**config.mk**
```make
export PLATFORM = sky130hd
export DESIGN_NAME = idr_prio_bank
export DESIGN_NICKNAME = d
export VERILOG_FILES = /design/src/design/idr_pkg.sv /design/src/design/idr_prio_bank.sv
export SDC_FILE = /design/constraint.sdc
export NUM_CORES = 1
export LEC_CHECK = 0
export CORE_UTILIZATION = 45
export CTS_BUF_LIST = sky130_fd_sc_hd__clkbuf_16
export DETAILED_ROUTE_END_ITERATION = 10
export DONT_BUFFER_PORTS = 1
export PLACE_DENSITY = 0.63
export SYNTH_ARGS = -nofsm -noshare
export SYNTH_HDL_FRONTEND = slang
export SYNTH_SLANG_ARGS = --single-unit
```
**constraint.sdc**
```tcl
create_clock -name clk -period 2.9 [get_ports clk]
set_input_delay 0.435 -clock clk [delete_from_list [all_inputs] [get_ports clk]]
set_output_delay 0.435 -clock clk [all_outputs]
set_load 0.03 [all_outputs]
```
**src/design/idr_pkg.sv**
```systemverilog
package idr_pkg;

  // Field widths of the two channels.
  localparam int OP_W     = 2;
  localparam int OFFSET_W = 16;
  localparam int DATA_W   = 32;
  localparam int IRQ_W    = 8;
  localparam int PRIO_W   = 8;

  // Register map, byte offsets within the frame.
  localparam logic [OFFSET_W-1:0] SET_LO = 16'h0100;
  localparam logic [OFFSET_W-1:0] SET_HI = 16'h017C;
  localparam logic [OFFSET_W-1:0] CLR_LO = 16'h0180;
  localparam logic [OFFSET_W-1:0] CLR_HI = 16'h01FC;
  localparam logic [OFFSET_W-1:0] PRI_LO = 16'h0400;
  localparam logic [OFFSET_W-1:0] PRI_HI = 16'h07F8;

  localparam logic [PRIO_W-1:0] DEF_PRIO = 8'hA0;
  localparam logic [DATA_W-1:0] SGI_MASK = 32'h0000FFFF;

  typedef enum logic [OP_W-1:0] {
    OP_WRITE = 2'd0,
    OP_READ  = 2'd1,
    OP_QUERY = 2'd2
  } idr_op_t;

  // What the second stage has to build for the result.
  typedef enum logic [1:0] {
    KIND_ZERO   = 2'd0,
    KIND_ENABLE = 2'd1,
    KIND_PRIO   = 2'd2,
    KIND_QUERY  = 2'd3
  } idr_kind_t;

  // Value an enable word holds after reset: the SGI bits are on in word 0 only.
  function automatic logic [DATA_W-1:0] ew_reset(input logic word_zero);
    ew_reset = word_zero ? SGI_MASK : '0;
  endfunction

endpackage

```
**src/design/idr_prio_bank.sv**
```systemverilog
// One byte lane of the priority store. Port A serves register accesses and
// shares its address with the write port; port B serves delivery queries.
module idr_prio_bank import idr_pkg::*; #(
  parameter int DEPTH = 64,
  parameter int AW    = 6
) (
  input  logic              clk,
  input  logic              wr_en,
  input  logic [PRIO_W-1:0] wr_data,
  input  logic              rd_en_a,
  input  logic [AW-1:0]     addr_a,
  output logic [PRIO_W-1:0] rd_data_a,
  input  logic              rd_en_b,
  input  logic [AW-1:0]     addr_b,
  output logic [PRIO_W-1:0] rd_data_b
);

  logic [PRIO_W-1:0] mem [DEPTH];
  logic [PRIO_W-1:0] data_a_r;
  logic [PRIO_W-1:0] data_b_r;

  always_ff @(posedge clk) begin
    if (wr_en) begin
      mem[addr_a] <= wr_data;
    end
    if (rd_en_a) begin
      data_a_r <= mem[addr_a];
    end
    if (rd_en_b) begin
      data_b_r <= mem[addr_b];
    end
  end

  assign rd_data_a = data_a_r;
  assign rd_data_b = data_b_r;

endmodule

```
==> impl_results.md <==
* Status: completed
* H-tree lvl count at 2
* # rows at 85
* ANT nets after route at 0
* Post-synth top area cell: edfxtp_1
* RSZ-0062 raised after global routing: false
* Post-route insts no fill at 2216
* Die Width at approximately 240 um
* Seq/Total Area, Yosys at 64.4%
* First-pass GRT wire length at approximately 120000 um
* Leakage Power at ~9 nW
* Post-route clock period utilization at between 80% and 90%
* Fraction of registers with async set/reset at 0%
* Top_reg_cell synth: edfxtp_1
* Fmax achieved at a little over 400 MHz
* Number of synthesized flops with an enable pin at approximately 530
* Clock sinks at between 500 and 600
* Pwr dens at between 600 and 700 nW/um^2
* Initial antenna violation count at 0
* Pwr Total at roughly 17 mW
* Endpoints failing setup at 0
* Total nets after synthesis at 1436
* Most frequent cell after synthesis: edfxtp_1
* Worst reg2reg setup slack at 500 ps
* Worst-Skew Late Latency at just over 600 ps
* I/O pins at 40
* R2R cell count at 5
* Inst Count DP at between 2000 and 2500
* Number of max-slew violations in the final report at 0
* Max_cap viols at 0
* P&R area growth vs syn at 12.8%
* Crit path capture type: flip-flop
* Setup tns final at 0 ps
* Clock skew at between 15 and 20 ps
* Post-synth top area share at ~64%
* Antenna diodes at 0
* Final-stage net count at 1501
* FF+latch count, synth at about 530
* Post-synthesis instance area at roughly 25000 um^2
* CTS tree: yes
* Setup Crit Path Kind: in2reg
* Crit Reg-Reg Startpoint: mem[33][4]$_DFFE_PP_
* DP Wirelength at 51300 um
* Warnings, synthesis at 0
* GRT Util Overall at between 20 and 30%
* Slew headroom at approximately a quarter
* Port buffer count at 0
* Startpoint types: input pin
* WL/cell at approximately 36 um
* Vias in the first global route at 15254
* DRC at 0
* Routability-driven placement congestion ratio at roughly 0.99
* Iter 0 DRT Violations at 2710
* DIE HEIGHT at roughly 240 um
* Synth top area cells: edfxtp_1 (64%), mux4_2 (17%), mux2i_1 (2.7%)
* Largest net degree at the start of global routing at 149
* Full die area at between 50000 and 60000 um^2
* Remaining Overflow, GRT at 0
* Post-synthesis cell count at 1412
* Arrival time at the worst endpoint at ~2700 ps
* Synthesized area per cell at 17.4 um^2
* Netlist cell types at 53
* Hold Crit Class: in2reg
* Via density at 7.05
* Crit path from: addr_a[1]
* Crit-path max FO at 93
* Min-delay src: addr_b[5]
* TritonCTS buffer count at between 50 and 60
* Longest Clk Path Bufs at 3
* Share of layout cells above drive strength 1 at just under 30%
* Top post-synthesis cells by count: edfxtp_1 (528), mux4_2 (189), nor2_1 (103)
* Max VDD drop at between 400 and 500 uV
* Worst reg2reg path endpoint: rd_data_a[4]$_DFFE_PP_
* Area of the core at roughly 54000 um^2
* Worst-path clk slew at approximately 60 ps
* Drt first pass iters at 6
* Setup crit end: mem[26][6]$_DFFE_PP_
* Crit path time final at around 2400 ps
* Initial Util at a little under half
* Final wirelength at about 80000 um
* Root Driver: clkbuf_16
* Worst-margin pin slew at ~1100 ps
* Routed vias at roughly 16000
* Required @ worst endpoint at approximately 3200 ps
* Fin. Hold Viols at 0
## state kept, by name, indices dropped and copies added (netlist names)
name / flops
rd_data_a: 8
mem: 512
rd_data_b: 8
## how the worst min path moves through the flow
stage,end,slack [ps],depth (start not counted)
6_report,rd_data_b[5]$_DFFE_PP_,170,1
5_1_grt,rd_data_b[4]$_DFFE_PP_,140,1
4_1_cts,rd_data_b[4]$_DFFE_PP_,130,1
3_5_place_dp,mem[45][7]$_DFFE_PP_,540,0
3_3_place_gp,mem[45][7]$_DFFE_PP_,540,0
2_1_floorplan,mem[0][0]$_DFFE_PP_,530,0
## metal layers
layer / part of all wire, % / wire (um) / track usage (%)
met2: 45 / 36200 / 43.7
met5: 0 / 0 / 0
met3: 13 / 10500 / 8.59
met4: 4.8 / 3850 / 12.4
met1: 37 / 30000 / 40.0
## layout make-up
type	count	area, um^2
Clock inverter	42	382
Fill cell	4266	26200
Clock buffer	57	1430
Sequential cell	528	15900
Timing Repair Buffer	123	1090
Multi-Input combinational cell	767	8130
Inverter	3	11.3
Tap cell	696	871
## power by group
group	switching, mW	internal (mW)	total (mW)
registers	0.0904	8.48	8.57
clock network	3.13	3.97	7.10
logic	0.675	0.512	1.19
total	3.89	13.0	16.9
## kinds of logic (layout without fill, tap and decap cells)
kind of cell,count (synthesis),after routing,synth area share [%]
AO/OA/AOI/OAI,255,255,7.22
buffers and inverters,117,225,2.55
flip-flops,528,528,64.4
multiplexers,292,292,21.7
AND/OR/NAND/NOR,220,220,4.11
## repair_timing
item,in CTS,in global routing
setup endpoints to repair,0,0
endpoints found under the hold margin,528,0
setup buffers,0,0
gates resized for setup,0,0
hold buffers,10,0
## cell usage in the layout (no fill, tap or decap), types with 4 or more instances in the layout
cell,count
edfxtp_1,528
mux4_2,189
buf_4,113
nor2_1,102
mux2i_1,67
clkbuf_16,57
a21oi_1,44
a221oi_1,42
nand2_1,36
a22oi_1,35
o22ai_1,34
nand3_1,22
mux2_2,22
o21ai_0,19
o21ai_1,18
mux2_1,14
nor2b_1,12
a31oi_1,11
nor3_1,10
clkinvlp_4,10
a211oi_1,9
o211ai_1,8
o221ai_1,8
buf_16,8
clkinv_4,7
clkinv_2,7
a22o_1,6
and2_1,6
inv_6,6
and3_1,5
nand2b_1,5
a32oi_1,4
or2_2,4
a221oi_2,4
inv_1,4
bufinv_16,4
clkinv_1,4
## critical path: stages
cell     delay, ps
nor2b_2        830
nand2_1        820
nor2_1         340
buf_4          210
## metrics by stage
stage | area [um^2] | hold WS [ps] | worst slack (ps) | utilization, %
floorplan | 24600 | 534 | 601 | -
global placement | 25700 | 538 | 85.6 | 47.7
detailed placement | 25700 | 537 | 67.8 | 47.7
CTS | 27800 | 128 | 572 | 51.5
global route | 27800 | 140 | 510 | 51.5
finish | 27800 | 173 | 495 | 51.5
(Power assumes the default switching activity.)
